--- src/bste_pkg.sv ---
package bste_pkg;

  // Defaults for the top-level parameters
  localparam int MAX_HALF_DEF     = 4;
  localparam int SAMPLE_WIDTH_DEF = 16;

  // One unit of tap weight; the center tap drops to 1 in exclude mode
  localparam int UNIT_WEIGHT = 1000;

  // Channels of one sample word
  localparam int NUM_CH = 3;
  localparam int CH_W   = 2;
  localparam logic [CH_W-1:0] CH_L = 2'd0;
  localparam logic [CH_W-1:0] CH_A = 2'd1;
  localparam logic [CH_W-1:0] CH_B = 2'd2;

  // Configuration port
  localparam int HALF_W     = 3;
  localparam int CFG_IDX_W  = 1;
  localparam int CFG_DATA_W = 3;
  localparam logic [CFG_IDX_W-1:0] REG_HALF_WIDTH = 1'b0;
  localparam logic [CFG_IDX_W-1:0] REG_EXCLUDE    = 1'b1;

  typedef enum logic [2:0] {
    ST_IDLE,
    ST_CHECK,
    ST_MAC,
    ST_DRAIN,
    ST_DIV_GO,
    ST_DIV,
    ST_WRITE
  } bste_state_t;

  // Sequencer strobes to the datapath
  typedef struct packed {
    logic            mac_clear;
    logic            mac_step;
    logic            div_start;
    logic            res_load;
    logic            out_load;
    logic            run_end;
    logic [CH_W-1:0] ch;
  } bste_ctl_t;

  // Binomial coefficient by Pascal rows (elaboration only)
  function automatic int binom(int n, int i);
    int row [0:32];
    int r;
    int c;
    for (r = 0; r <= 32; r++) row[r] = 0;
    row[0] = 1;
    for (r = 1; r <= n; r++) begin
      for (c = r; c >= 1; c--) row[c] = row[c] + row[c-1];
    end
    return row[i];
  endfunction

  function automatic int wsum_norm(int k);
    return UNIT_WEIGHT * (1 << (2 * k));
  endfunction

  function automatic int wsum_excl(int k);
    return UNIT_WEIGHT * ((1 << (2 * k)) - binom(2 * k, k)) + 1;
  endfunction

  // Bits for the largest weight sum
  function automatic int weight_w(int max_half);
    return $clog2(UNIT_WEIGHT * (1 << (2 * max_half)) + 1);
  endfunction

endpackage

--- src/bste_window.sv ---
module bste_window import bste_pkg::*; #(
  parameter int MAX_HALF     = MAX_HALF_DEF,
  parameter int SAMPLE_WIDTH = SAMPLE_WIDTH_DEF,
  localparam int DEPTH = 2 * MAX_HALF + 1,
  localparam int IW    = $clog2(DEPTH),
  localparam int PW    = $clog2(3 * MAX_HALF + 1)
) (
  input  logic                           clk,
  input  logic                           in_fire,
  input  logic signed [SAMPLE_WIDTH-1:0] l_in,
  input  logic signed [SAMPLE_WIDTH-1:0] a_in,
  input  logic signed [SAMPLE_WIDTH-1:0] b_in,
  input  logic        [CH_W-1:0]         ch,
  input  logic        [PW-1:0]           pos,
  output logic signed [SAMPLE_WIDTH-1:0] sample
);

  // Position 0 holds the newest word
  logic signed [SAMPLE_WIDTH-1:0] store_r [NUM_CH][DEPTH];

  always_ff @(posedge clk) begin
    if (in_fire) begin
      for (int c = 0; c < NUM_CH; c++) begin
        for (int p = DEPTH - 1; p > 0; p--) store_r[c][p] <= store_r[c][p-1];
      end
      store_r[CH_L][0] <= l_in;
      store_r[CH_A][0] <= a_in;
      store_r[CH_B][0] <= b_in;
    end
  end

  // Taps past the store end read as zero
  always_comb begin
    if (int'(pos) < DEPTH) sample = store_r[ch][pos[IW-1:0]];
    else                   sample = '0;
  end

endmodule

--- src/bste_mac.sv ---
module bste_mac import bste_pkg::*; #(
  parameter int MAX_HALF     = MAX_HALF_DEF,
  parameter int SAMPLE_WIDTH = SAMPLE_WIDTH_DEF,
  localparam int KW = $clog2(MAX_HALF + 1),
  localparam int TW = $clog2(2 * MAX_HALF + 1),
  localparam int WW = weight_w(MAX_HALF),
  localparam int AW = SAMPLE_WIDTH + WW + 1
) (
  input  logic                           clk,
  input  logic                           rst_n,
  input  bste_ctl_t                      ctl,
  input  logic        [KW-1:0]           k,
  input  logic        [TW-1:0]           tap,
  input  logic                           exclude,
  input  logic signed [SAMPLE_WIDTH-1:0] sample,
  output logic signed [AW-1:0]           acc,
  output logic        [WW-1:0]           wsum
);

  // Constant weight and weight-sum tables, row per half-width
  logic [WW-1:0] wtab [MAX_HALF+1][2*MAX_HALF+1];
  logic [WW-1:0] wsn  [MAX_HALF+1];
  logic [WW-1:0] wse  [MAX_HALF+1];

  for (genvar gk = 0; gk <= MAX_HALF; gk++) begin : g_row
    assign wsn[gk] = WW'(wsum_norm(gk));
    assign wse[gk] = WW'(wsum_excl(gk));
    for (genvar gi = 0; gi <= 2 * MAX_HALF; gi++) begin : g_tap
      assign wtab[gk][gi] = WW'((gi <= 2 * gk) ? UNIT_WEIGHT * binom(2 * gk, gi) : 0);
    end
  end

  logic [WW-1:0]        weight;
  logic signed [AW-1:0] prod_r;
  logic signed [AW-1:0] acc_r;
  logic                 pv_r;

  always_comb begin
    if (exclude && tap == TW'(k)) weight = WW'(1);
    else                          weight = wtab[k][tap];
  end

  assign wsum = exclude ? wse[k] : wsn[k];

  // Product register, then accumulate
  always_ff @(posedge clk) begin
    if (!rst_n) pv_r <= 1'b0;
    else        pv_r <= ctl.mac_step & ~ctl.mac_clear;
  end

  always_ff @(posedge clk) begin
    prod_r <= AW'($signed({1'b0, weight})) * AW'(sample);
    if (ctl.mac_clear) acc_r <= '0;
    else if (pv_r)     acc_r <= acc_r + prod_r;
  end

  assign acc = acc_r;

endmodule

--- src/bste_div.sv ---
module bste_div import bste_pkg::*; #(
  parameter int MAX_HALF     = MAX_HALF_DEF,
  parameter int SAMPLE_WIDTH = SAMPLE_WIDTH_DEF,
  localparam int WW   = weight_w(MAX_HALF),
  localparam int AW   = SAMPLE_WIDTH + WW + 1,
  localparam int CNTW = $clog2(SAMPLE_WIDTH + 1)
) (
  input  logic                           clk,
  input  logic                           rst_n,
  input  logic                           start,
  input  logic signed [AW-1:0]           acc,
  input  logic        [WW-1:0]           wsum,
  output logic                           done,
  output logic signed [SAMPLE_WIDTH-1:0] quot
);

  logic [WW:0]             rem_r;
  logic [SAMPLE_WIDTH-1:0] low_r;
  logic [WW-1:0]           den_r;
  logic                    neg_r;
  logic [CNTW-1:0]         cnt_r;
  logic                    busy_r;
  logic                    done_r;

  logic [AW-1:0]   mag;
  logic [AW-1:0]   num;
  logic [WW+1:0]   trial;
  logic [WW+1:0]   diff;
  logic            ge;

  // Magnitude plus half the divisor gives round-half-away
  assign mag   = acc[AW-1] ? AW'(-acc) : AW'(acc);
  assign num   = mag + AW'(wsum >> 1);
  assign trial = {rem_r, low_r[SAMPLE_WIDTH-1]};
  assign diff  = trial - {2'b00, den_r};
  assign ge    = trial >= {2'b00, den_r};

  // Control
  always_ff @(posedge clk) begin
    if (!rst_n) begin
      busy_r <= 1'b0;
      done_r <= 1'b0;
      cnt_r  <= '0;
    end else begin
      done_r <= 1'b0;
      if (start) begin
        busy_r <= 1'b1;
        cnt_r  <= CNTW'(SAMPLE_WIDTH);
      end else if (busy_r) begin
        cnt_r <= cnt_r - 1'b1;
        if (cnt_r == CNTW'(1)) begin
          busy_r <= 1'b0;
          done_r <= 1'b1;
        end
      end
    end
  end

  // Restoring radix-2 step; quotient shifts into low_r
  always_ff @(posedge clk) begin
    if (start) begin
      rem_r <= num[AW-1:SAMPLE_WIDTH];
      low_r <= num[SAMPLE_WIDTH-1:0];
      den_r <= wsum;
      neg_r <= acc[AW-1];
    end else if (busy_r) begin
      rem_r <= ge ? diff[WW:0] : trial[WW:0];
      low_r <= {low_r[SAMPLE_WIDTH-2:0], ge};
    end
  end

  // Sign and saturate
  always_comb begin
    if (neg_r)                   quot = $signed(-low_r);
    else if (low_r[SAMPLE_WIDTH-1]) quot = $signed({1'b0, {(SAMPLE_WIDTH-1){1'b1}}});
    else                         quot = $signed(low_r);
  end

  assign done = done_r;

endmodule

--- src/bste_ctrl.sv ---
module bste_ctrl import bste_pkg::*; #(
  parameter int MAX_HALF = MAX_HALF_DEF,
  localparam int DEPTH = 2 * MAX_HALF + 1,
  localparam int KW    = $clog2(MAX_HALF + 1),
  localparam int TW    = $clog2(2 * MAX_HALF + 1),
  localparam int PW    = $clog2(3 * MAX_HALF + 1),
  localparam int CW    = $clog2(DEPTH + 1),
  localparam int NW    = $clog2(MAX_HALF + 2)
) (
  input  logic          clk,
  input  logic          rst_n,
  input  logic          in_valid,
  output logic          in_ready,
  input  logic          in_final,
  input  logic [KW-1:0] h,
  input  logic          out_valid,
  input  logic          out_ready,
  input  logic          div_done,
  output bste_ctl_t     ctl,
  output logic [KW-1:0] k,
  output logic [TW-1:0] tap,
  output logic [PW-1:0] pos
);

  bste_state_t state_r, state_nxt;

  logic [CW-1:0] ss_r;
  logic [CW-1:0] og_r;
  logic [NW-1:0] cnt_r;
  logic          final_r;
  logic [KW-1:0] k_r;
  logic [TW-1:0] tap_r;
  logic [PW-1:0] pos_r;
  logic [PW-1:0] pos_start_r;
  logic [CH_W-1:0] ch_r;

  logic          in_fire;
  logic          out_free;
  logic          last_tap;
  logic          sat;
  logic [CW-1:0] newest;
  logic [CW-1:0] to_end;
  logic [CW-1:0] from_start;
  logic [CW-1:0] kk;
  logic [CW-1:0] pending;
  logic          emit;
  logic [PW-1:0] pos_first;

  assign in_fire  = in_valid && (state_r == ST_IDLE);
  assign out_free = !out_valid || out_ready;
  assign last_tap = tap_r == TW'({k_r, 1'b0});

  // Next pending output and its tapered half-width
  always_comb begin
    sat        = ss_r == CW'(DEPTH);
    newest     = ss_r - 1'b1;
    to_end     = newest - og_r;
    from_start = sat ? CW'(MAX_HALF) : og_r;
    pending    = ss_r - og_r;
    kk         = CW'(h);
    if (from_start < kk) kk = from_start;
    if (to_end < kk)     kk = to_end;
    pos_first  = PW'(to_end) + PW'(kk);
    emit       = (og_r < ss_r) && (int'(cnt_r) < MAX_HALF + 1) &&
                 (final_r || pending > CW'(h));
  end

  // Next state
  always_comb begin
    state_nxt = state_r;
    case (state_r)
      ST_IDLE:   if (in_fire) state_nxt = ST_CHECK;
      ST_CHECK:  state_nxt = emit ? ST_MAC : ST_IDLE;
      ST_MAC:    if (last_tap) state_nxt = ST_DRAIN;
      ST_DRAIN:  state_nxt = ST_DIV_GO;
      ST_DIV_GO: state_nxt = ST_DIV;
      ST_DIV:    if (div_done) state_nxt = (ch_r == CH_B) ? ST_WRITE : ST_MAC;
      ST_WRITE:  if (out_free) state_nxt = ST_CHECK;
      default:   state_nxt = ST_IDLE;
    endcase
  end

  // Outputs
  always_comb begin
    in_ready      = 1'b0;
    ctl           = '0;
    ctl.ch        = ch_r;
    ctl.run_end   = final_r && (og_r == newest);
    case (state_r)
      ST_IDLE:   in_ready = 1'b1;
      ST_CHECK:  ctl.mac_clear = emit;
      ST_MAC:    ctl.mac_step = 1'b1;
      ST_DIV_GO: ctl.div_start = 1'b1;
      ST_DIV: begin
        ctl.res_load  = div_done;
        ctl.mac_clear = div_done && (ch_r != CH_B);
      end
      ST_WRITE:  ctl.out_load = out_free;
      default:   in_ready = 1'b0;
    endcase
  end

  always_ff @(posedge clk) begin
    if (!rst_n) state_r <= ST_IDLE;
    else        state_r <= state_nxt;
  end

  // Run counters
  always_ff @(posedge clk) begin
    if (!rst_n) begin
      ss_r    <= '0;
      og_r    <= '0;
      cnt_r   <= '0;
      final_r <= 1'b0;
    end else begin
      if (in_fire) begin
        final_r <= in_final;
        cnt_r   <= '0;
        if (ss_r < CW'(DEPTH))  ss_r <= ss_r + 1'b1;
        else if (og_r != '0)    og_r <= og_r - 1'b1;
      end else if (state_r == ST_CHECK && !emit && final_r) begin
        ss_r <= '0;
        og_r <= '0;
      end else if (ctl.out_load) begin
        og_r  <= og_r + 1'b1;
        cnt_r <= cnt_r + 1'b1;
      end
    end
  end

  // Tap walk over the window
  always_ff @(posedge clk) begin
    if (!rst_n) begin
      ch_r <= CH_L;
    end else if (state_r == ST_CHECK && emit) begin
      k_r         <= KW'(kk);
      pos_r       <= pos_first;
      pos_start_r <= pos_first;
      tap_r       <= '0;
      ch_r        <= CH_L;
    end else if (state_r == ST_MAC) begin
      tap_r <= tap_r + 1'b1;
      pos_r <= pos_r - 1'b1;
    end else if (ctl.mac_clear) begin
      tap_r <= '0;
      pos_r <= pos_start_r;
      ch_r  <= ch_r + 1'b1;
    end
  end

  assign k   = k_r;
  assign tap = tap_r;
  assign pos = pos_r;

  a_og_le_ss: assert property (@(posedge clk) disable iff (!rst_n) og_r <= ss_r)
    else $error("more outputs than samples");

  a_ss_bound: assert property (@(posedge clk) disable iff (!rst_n) int'(ss_r) <= DEPTH)
    else $error("sample counter past store depth");

  a_run_clear: assert property (@(posedge clk) disable iff (!rst_n)
    (state_r == ST_CHECK && !emit && final_r) |=> (ss_r == '0 && og_r == '0))
    else $error("counters not cleared at end of run");

  a_tap_bound: assert property (@(posedge clk) disable iff (!rst_n)
    (state_r == ST_MAC) |-> (int'(tap_r) <= 2 * int'(k_r)))
    else $error("tap walk past window");

endmodule

--- src/binomial_smoother_tapered_ends.sv ---
// An input word with no result goes through the check state and back to ready.
// Each result, with k = window half-width, is formed channel by channel:
// one shared multiply-accumulate walks the 2k+1 taps per channel, then a shared
// radix-2 divider finds the SAMPLE_WIDTH quotient bits. Up to MAX_HALF+1 results per input.
// Throughput: one input word at a time; ready stays low until its results are queued.
// Reset (rst_n low, synchronous): half_width = 1, exclude_center = 0, run cleared.
module binomial_smoother_tapered_ends import bste_pkg::*; #(
  parameter int MAX_HALF     = MAX_HALF_DEF,
  parameter int SAMPLE_WIDTH = SAMPLE_WIDTH_DEF
) (
  input  logic                           clk,
  input  logic                           rst_n,
  input  logic                           cfg_we,
  input  logic        [CFG_IDX_W-1:0]    cfg_index,
  input  logic        [CFG_DATA_W-1:0]   cfg_data,
  input  logic                           in_valid,
  output logic                           in_ready,
  input  logic signed [SAMPLE_WIDTH-1:0] in_l_value,
  input  logic signed [SAMPLE_WIDTH-1:0] in_a_value,
  input  logic signed [SAMPLE_WIDTH-1:0] in_b_value,
  input  logic                           in_final_sample,
  output logic                           out_valid,
  input  logic                           out_ready,
  output logic signed [SAMPLE_WIDTH-1:0] out_l_smooth,
  output logic signed [SAMPLE_WIDTH-1:0] out_a_smooth,
  output logic signed [SAMPLE_WIDTH-1:0] out_b_smooth,
  output logic                           out_run_end
);

  localparam int KW = $clog2(MAX_HALF + 1);
  localparam int TW = $clog2(2 * MAX_HALF + 1);
  localparam int PW = $clog2(3 * MAX_HALF + 1);
  localparam int WW = weight_w(MAX_HALF);
  localparam int AW = SAMPLE_WIDTH + WW + 1;

  logic [HALF_W-1:0] half_width_r;
  logic              exclude_r;
  logic [KW-1:0]     h_eff;

  bste_ctl_t                      ctl;
  logic [KW-1:0]                  k;
  logic [TW-1:0]                  tap;
  logic [PW-1:0]                  pos;
  logic signed [SAMPLE_WIDTH-1:0] sample;
  logic signed [AW-1:0]           acc;
  logic [WW-1:0]                  wsum;
  logic                           div_done;
  logic signed [SAMPLE_WIDTH-1:0] quot;
  logic signed [SAMPLE_WIDTH-1:0] res_r [NUM_CH];
  logic                           out_valid_r;
  logic                           in_fire;

  // Configuration registers
  always_ff @(posedge clk) begin
    if (!rst_n) begin
      half_width_r <= HALF_W'(1);
      exclude_r    <= 1'b0;
    end else if (cfg_we) begin
      case (cfg_index)
        REG_HALF_WIDTH: half_width_r <= cfg_data[HALF_W-1:0];
        REG_EXCLUDE:    exclude_r    <= cfg_data[0];
        default:        exclude_r    <= exclude_r;
      endcase
    end
  end

  // Half-widths above MAX_HALF act as MAX_HALF
  assign h_eff   = (int'(half_width_r) > MAX_HALF) ? KW'(MAX_HALF) : KW'(half_width_r);
  assign in_fire = in_valid && in_ready;

  bste_ctrl #(.MAX_HALF(MAX_HALF)) u_ctrl (
    .clk       (clk),
    .rst_n     (rst_n),
    .in_valid  (in_valid),
    .in_ready  (in_ready),
    .in_final  (in_final_sample),
    .h         (h_eff),
    .out_valid (out_valid_r),
    .out_ready (out_ready),
    .div_done  (div_done),
    .ctl       (ctl),
    .k         (k),
    .tap       (tap),
    .pos       (pos)
  );

  bste_window #(.MAX_HALF(MAX_HALF), .SAMPLE_WIDTH(SAMPLE_WIDTH)) u_window (
    .clk     (clk),
    .in_fire (in_fire),
    .l_in    (in_l_value),
    .a_in    (in_a_value),
    .b_in    (in_b_value),
    .ch      (ctl.ch),
    .pos     (pos),
    .sample  (sample)
  );

  bste_mac #(.MAX_HALF(MAX_HALF), .SAMPLE_WIDTH(SAMPLE_WIDTH)) u_mac (
    .clk     (clk),
    .rst_n   (rst_n),
    .ctl     (ctl),
    .k       (k),
    .tap     (tap),
    .exclude (exclude_r),
    .sample  (sample),
    .acc     (acc),
    .wsum    (wsum)
  );

  bste_div #(.MAX_HALF(MAX_HALF), .SAMPLE_WIDTH(SAMPLE_WIDTH)) u_div (
    .clk   (clk),
    .rst_n (rst_n),
    .start (ctl.div_start),
    .acc   (acc),
    .wsum  (wsum),
    .done  (div_done),
    .quot  (quot)
  );

  // Per-channel results of the word in progress
  always_ff @(posedge clk) begin
    if (ctl.res_load) res_r[ctl.ch] <= quot;
  end

  // Output register
  always_ff @(posedge clk) begin
    if (!rst_n)             out_valid_r <= 1'b0;
    else if (ctl.out_load)  out_valid_r <= 1'b1;
    else if (out_ready)     out_valid_r <= 1'b0;
  end

  always_ff @(posedge clk) begin
    if (ctl.out_load) begin
      out_l_smooth <= res_r[CH_L];
      out_a_smooth <= res_r[CH_A];
      out_b_smooth <= res_r[CH_B];
      out_run_end  <= ctl.run_end;
    end
  end

  assign out_valid = out_valid_r;

endmodule

--- config.mk ---
export PLATFORM = sky130hd
export DESIGN_NAME = binomial_smoother_tapered_ends
export DESIGN_NICKNAME = d
export VERILOG_FILES = /design/src/bste_pkg.sv /design/src/bste_window.sv /design/src/bste_mac.sv /design/src/bste_div.sv /design/src/bste_ctrl.sv /design/src/binomial_smoother_tapered_ends.sv
export SDC_FILE = /design/constraint.sdc
export NUM_CORES = 2
export LEC_CHECK = 0
export ABC_AREA = 1
export BUFFER_PORTS_ARGS = -buffer_cell sky130_fd_sc_hd__buf_2
export CORE_ASPECT_RATIO = 0.8
export CORE_MARGIN = 4
export CORE_UTILIZATION = 35
export DETAILED_ROUTE_END_ITERATION = 8
export GPL_ROUTABILITY_DRIVEN = 0
export PLACE_DENSITY = 0.56
export RECOVER_POWER = 50
export SYNTH_ARGS = -nofsm -noshare
export SYNTH_HDL_FRONTEND = slang
export SYNTH_SLANG_ARGS = --single-unit
--- constraint.sdc ---
create_clock -name clk -period 57.5 [get_ports clk]
set_input_delay 0 -clock clk [delete_from_list [all_inputs] [get_ports clk]]
set_output_delay 0 -clock clk [all_outputs]
set_load 0.005 [all_outputs]
# Yosys cells after proc, flatten, opt, wreduce, memory -nomap -nowiden
# Memory sizes are Yosys's and may differ from the RTL's. A register that Yosys moved wholly into a read port is not among the register bits.
# Cells that the tools add are included.
dict set report word_totals {
  input_bits 58
  regBits 170
  rom_bits 1584
  n_memories 5
  out_inout_bits 51
  mem_bits_rw 480
}
dict set report classes {
  bitwise 10
  n_eq_ne 20
  n_reduce_logical 34
  n_addsub 17
  n_lt_le_gt_ge 12
  mux 67
  n_mul 1
}
# memory words width rd rd_clocked_by_memory_dff write_ports line_no
set memory_table {}
lappend memory_table {{(no name shown)} 8 162 1 0 0 bste_mac.sv:40} ;# else weight = wtab[k][tap];
lappend memory_table {u_window.store_r 3 144 4 1 3 bste_window.sv:19} ;# logic signed [SAMPLE_WIDTH-1:0] store_r [NUM_CH][DEPTH];
lappend memory_table {{(no name shown)} 8 18 1 0 0 bste_mac.sv:43} ;# assign wsum = exclude ? wse[k] : wsn[k];
lappend memory_table {{(no name shown)} 8 18 1 0 0 bste_mac.sv:43}
lappend memory_table {res_r 3 16 3 3 1 binomial_smoother_tapered_ends.sv:49} ;# logic signed [SAMPLE_WIDTH-1:0] res_r [NUM_CH];
# operator count
set op_table {}
lappend op_table {{two-way mux 162 bit} 2}
lappend op_table {{two-way mux 18 bit} 8}
lappend op_table {{two-way mux 16 bit} 6}
lappend op_table {{binary-select mux 18 bit (select 4 bit)} 1}
lappend op_table {{binary-select mux 16 bit (select 4 bit)} 1}
lappend op_table {{two-way mux 4 bit} 16}
lappend op_table {{two-way mux 19 bit} 3}
lappend op_table {{adder 35 x 17 -> 35 bit} 1}
lappend op_table {{adder 35 bit} 1}
lappend op_table {{multiplier 19 x 16 -> 35 bit} 1}
lappend op_table {{two-way mux 35 bit} 1}
lappend op_table {{negator 35 bit} 1}
lappend op_table {{one-hot mux 3 bit (7 select lines)} 1}
lappend op_table {{>= comparator 20 x 18 -> 1 bit} 1}
lappend op_table {{subtractor 19 x 18 -> 19 bit} 1}
lappend op_table {{two-way mux 3 bit} 6}
lappend op_table {{negator 16 bit} 1}
lappend op_table {{two-way mux 1 bit} 15}
lappend op_table {{two-way mux 15 bit} 1}
lappend op_table {{AND reduction 2 bit} 7}
lappend op_table {{adder 4 x 1 -> 4 bit, second input constant} 3}
lappend op_table {{subtractor 4 x 1 -> 4 bit, second input constant} 3}
lappend op_table {{>= comparator 5 bit, second input constant} 2}
lappend op_table {{logical AND 1 bit} 10}
lappend op_table {{other kinds (39)} 68}

# Longest topological paths before layout
dict set report depth {
  ltp_word 10
  mapped_depth 36
}

# By module
# From an unflattened synthesis, not the netlist that was laid out.
dict set report hier_totals {
  cells_unflattened 4874
  area_unflattened_um2 43401.6
}
# module seq_area_each_um2 area_per_inst_um2 cells_per_inst instances
set modules_own_cells {}
lappend modules_own_cells {bste_window 12972.4 17623.2 1518 1}
lappend modules_own_cells {bste_mac 1421.4 13673.1 1954 1}
lappend modules_own_cells {bste_div 1761.7 6508.7 968 1}
lappend modules_own_cells {binomial_smoother_tapered_ends 3012.9 3170.5 139 1}
lappend modules_own_cells {bste_ctrl 790.8 2426.1 295 1}

# Worst setup path before layout
# No wires, ideal clock.
dict set report synth_timing {
  kind {reg2reg}
  startpoint {register u_ctrl.state_r[0]}
  endpoint {register u_ctrl.ss_r[3]}
  arrival_ns 20.912
  setup_time_ns 0.070
  required_time_ns 57.430
  path_stages_with_launch 9
  synth_period_minus_slack_ns 20.983
  slack_ns 36.517
  cell_sequence {dfxtp_1 -> nor2_1 -> nand2_1 -> nor2_1 -> inv_2 -> nor2_1 -> inv_1 -> or2_0 -> a21oi_1}
}
dict set report synth_between {
  elab_chain_len 5
  elab_cells_between_ends 9
  classes_between {2 x eq/ne; 1 x mux; 6 x reduce/logical}
}
# item line_no
set synth_rtl {}
lappend synth_rtl {{start, declared} bste_ctrl.sv:25} ;# bste_state_t state_r, state_nxt;
lappend synth_rtl {{start signal, assigned} bste_ctrl.sv:105} ;# else state_r <= state_nxt;
lappend synth_rtl {{== test 3 x 1 -> 1 bit} bste_ctrl.sv:121} ;# end else if (state_r == ST_CHECK && !emit && final_r) begin
lappend synth_rtl {{logical AND 1 bit (2 in series)} bste_ctrl.sv:121}
lappend synth_rtl {{nonzero test 2 bit (no line)} n/a}
lappend synth_rtl {{AND reduction 2 bit (no line)} n/a}
lappend synth_rtl {{end signal, assigned} bste_ctrl.sv:119} ;# if (ss_r < CW'(DEPTH)) ss_r <= ss_r + 1'b1;
lappend synth_rtl {{end, declared} bste_ctrl.sv:27} ;# logic [CW-1:0] ss_r;
# Parallel ways exist; a longest one is shown, timed or not.
# A chain may end at the register's enable or synchronous reset.

==> flow_summary.toml <==
[run_status]
result_of_the_run = "finished with violations"
failed_checks = "max-capacitance violations, max-slew violations"

[clock_network]
max-clock-path-buffers = 3
cts_max_level = 3
tritoncts = "yes"
ctsRootBufferMaster = "clkbuf_16"
cts.repair.resized = 0
postCtsHoldBufs = 81
number_of_buffers_created_by_cts = 72
clock_latency_ns = 0.67
post_cts_setup_repair_bufs = 0
number_of_clock_sinks_seen_by_cts = 698
path_clk_slew_ns = 0.06

[route]
dr.first_iter.drc_count = 2876
drt_wl_total_um = 106000
wl_per_cell_um = 17.4
drt_first_pass_iters = 6
vias = 31000
remaining_antenna_violation_count_after_routing = 0
drt-vias-per-instance = 5.06
drc_errors = 0

[yosys]
synth_simple_gate_area_share_pct = 16.0
synth_top_family_by_area = "simple AND/OR/NAND/NOR gates"
muxShareOfSynthArea_pct = 0.0480
mappedNetlistNets = 4832
synth_cells = 4358
synth_enable_flop_cells = 596
yosys.cell_types.count = 64
synth-compound-area-share_pct = 11.8
post_synth_top_area_share_pct = 42.9
yosysMostFrequentCell = "nand2_1"
synthArstFlopShare_pct = 0
post_synth.cell_area_avg_um2 = 9.57
synth_largest_area_cell = "edfxtp_1"
synth.cells.most_frequent = "nand2_1, edfxtp_1, inv_1, nor2_1, o21ai_0"
synth-xor-area-share_pct = 1.97
post_synth_main_area_contributors = "edfxtp_1, fa_1, nand2_1"
yosys_warnings = 0
ys.flop_type = "edfxtp_1"
ys_ff_latch = 698
syn_area_um2 = 41700
ys_seq_area_share_pct = 47.8
yosys.area_share.adder_pct = 15.8

[final_layout]
fin_util_pct = 39.6
flow.area_growth_from_synthesis_pct = 12.6
num-nets-final = 4988
final.fill_count = 11700
instances_no_fill = 6125
drive_above_1_share_pct = 6.91

[sta]
setup_repair_after_global_routing_missed_its_margin = "false"
period_minus_slack_ns = 8.28
setup_viol_count_final = 0
drv_slew = 174
layout_worst_path_cycle_share_pct = 14.4
least_margin_pin_slew_ns = 2.66
relSlewSlack_pct = -77.1
finalHoldViolations = 0
fmax_mhz = 121
fin_tns_setup_ns = 0
timing.clock.skew_ns = 0.0305

[worst_setup_path]
critical_path_fanout_max = 94
cp.required_ns = 58.04
largest_stage_delay_on_the_critical_path_ns = 0.62
crit_type = "reg -> reg"
timing.critical_path.to_type = "flop"
path_common_cell = "fa_1"
timing.critical_path.slowest_stage_cell = "buf_4"
crit_arrival_ns = 8.82
startpoint_type = "flop"

[pwr]
cellLeakagePower_uw = 0.0194
power.density_cell_area_nw_per_um2 = 35.6
vdd_drop_max_uv = 26.4

[grt]
grt_max_degree = 181
number_of_antenna_violations_at_the_first_check_in_global_routing = 4
total_gr_overflow = 0
wire_length_of_the_first_global_routing_pass_um = 169000
groute.usage.overall_pct = 17.0
vias_in_the_first_global_route = 30100

[worst_hold_path]
startpoint_of_the_lowest_slack_hold_path = "in_b_value[4]"
worst_hold_path_type = "in -> reg"

[placement]
numPortBuffers = 108
dp.final_hpwl_um = 75900
placedCellCount = 5911

[floorplanning]
die_h_um = 317
ios = 109
rows = 113
initial_utilization_pct = 35.2
die_area_um2 = 125000
design.core.area_um2 = 118000
die_boundary_width_um = 394

[flow_run]
cap_violations = 4
==> registers in the layout, summed over array words and instances (netlist names), 16 cells and up, named ones only <==
| signal | cells |
|---|---|
| out_l_smooth | 16 |
| u_div.den_r | 16 |
| u_mac.prod_r | 35 |
| out_b_smooth | 16 |
| u_div.rem_r | 19 |
| res_r | 48 |
| out_a_smooth | 16 |
| u_mac.acc | 35 |
| u_div.low_r | 16 |
| u_window.store_r | 432 |
==> critical path: cells and delay by family (launching register included) <==
family,cells,cell delay [ns]
buffers and inverters,5,1.36
XOR/XNOR,1,0.15
adder cells (fa/ha/maj),7,3.53
AO/OA/AOI/OAI,10,1.66
flip-flops,1,0.47
AND/OR/NAND/NOR,5,0.90
==> metal layers <==
metal  share of wire [%]  wire (um)  vias up  global-route usage (%)
met5               0.011         12        -                       0
met2                  43      45500      962                    25.9
met4                 1.9       2010        2                    3.74
li1                    -          -    15100                       -
met3                 7.0       7450      133                    3.16
met1                  48      51400    14800                    25.2
==> report_power, final <==
group          switching [uW]  leakage [uW]  internal [uW]
logic                     339        0.0117            182
registers                41.7       0.00646            615
clock network             203       0.00123            292
total                     584        0.0194           1090
==> final timing paths <==
kind,to,depth (start not counted),slack (ns)
max,u_mac.prod_r[31]$_DFF_P_,28,49.22
min,u_window.store_r[2][132]$_DFFE_PP_,2,0.05
max reg2reg,u_mac.prod_r[31]$_DFF_P_,28,49.22
min reg2reg,out_b_smooth[8]$_DFFE_PP_,0,0.41
==> stage by stage <==
step	setup WS [ns]	area [um2]	hold slack [ns]	power [uW]
final	49.22	47000	0.0527	1670
after global placement	49.31	43700	0.177	1170
after floorplan	36.52	41700	0.0989	1060
after detailed placement	49.15	43700	0.178	1180
after global routing	48.51	47000	0.0246	1790
after CTS	49.15	47100	0.0000920	1690
==> cell usage in the layout (no fill, tap or decap), types with 42 or more instances in the layout <==
| master | count |
|---|---|
| fa_1 | 185 |
| clkbuf_1 | 50 |
| dlygate4sd3_1 | 81 |
| buf_2 | 73 |
| a21oi_1 | 309 |
| nor2_1 | 459 |
| o211ai_1 | 52 |
| nand3_1 | 190 |
| clkbuf_16 | 75 |
| o21ai_0 | 327 |
| xnor2_1 | 42 |
| nand2_1 | 799 |
| edfxtp_1 | 596 |
| xor2_1 | 52 |
| dfxtp_1 | 100 |
| ha_1 | 231 |
| o22ai_1 | 52 |
| inv_1 | 497 |
==> layout make-up <==
| class | instances | area [um2] | area share [%] |
|---|---|---|---|
| timing repair buffer | 220 | 1540 | 3.28 |
| tap | 1552 | 1940 | 4.13 |
| inverter | 532 | 2000 | 4.27 |
| sequential | 698 | 19900 | 42.5 |
| multi-input combinational | 2990 | 19000 | 40.6 |
| clock inverter | 41 | 512 | 1.09 |
| clock buffer | 91 | 1980 | 4.22 |
| antenna | 1 | 2.50 | 0.00533 |
==> kinds of logic (layout without fill, tap and decap cells) <==
logic type                 Yosys count  count (layout)
AOI/OAI and AO/OA                  880             880
xor gates and xnor gates            94              94
adders and majority gates          416             416
buffers and inverters              670             884
DFF                                698             698
muxes                                2               2
other                                0               1
and+or+nand+nor                   1598            1598
No activity file was read; power rests on OpenSTA's default activity.
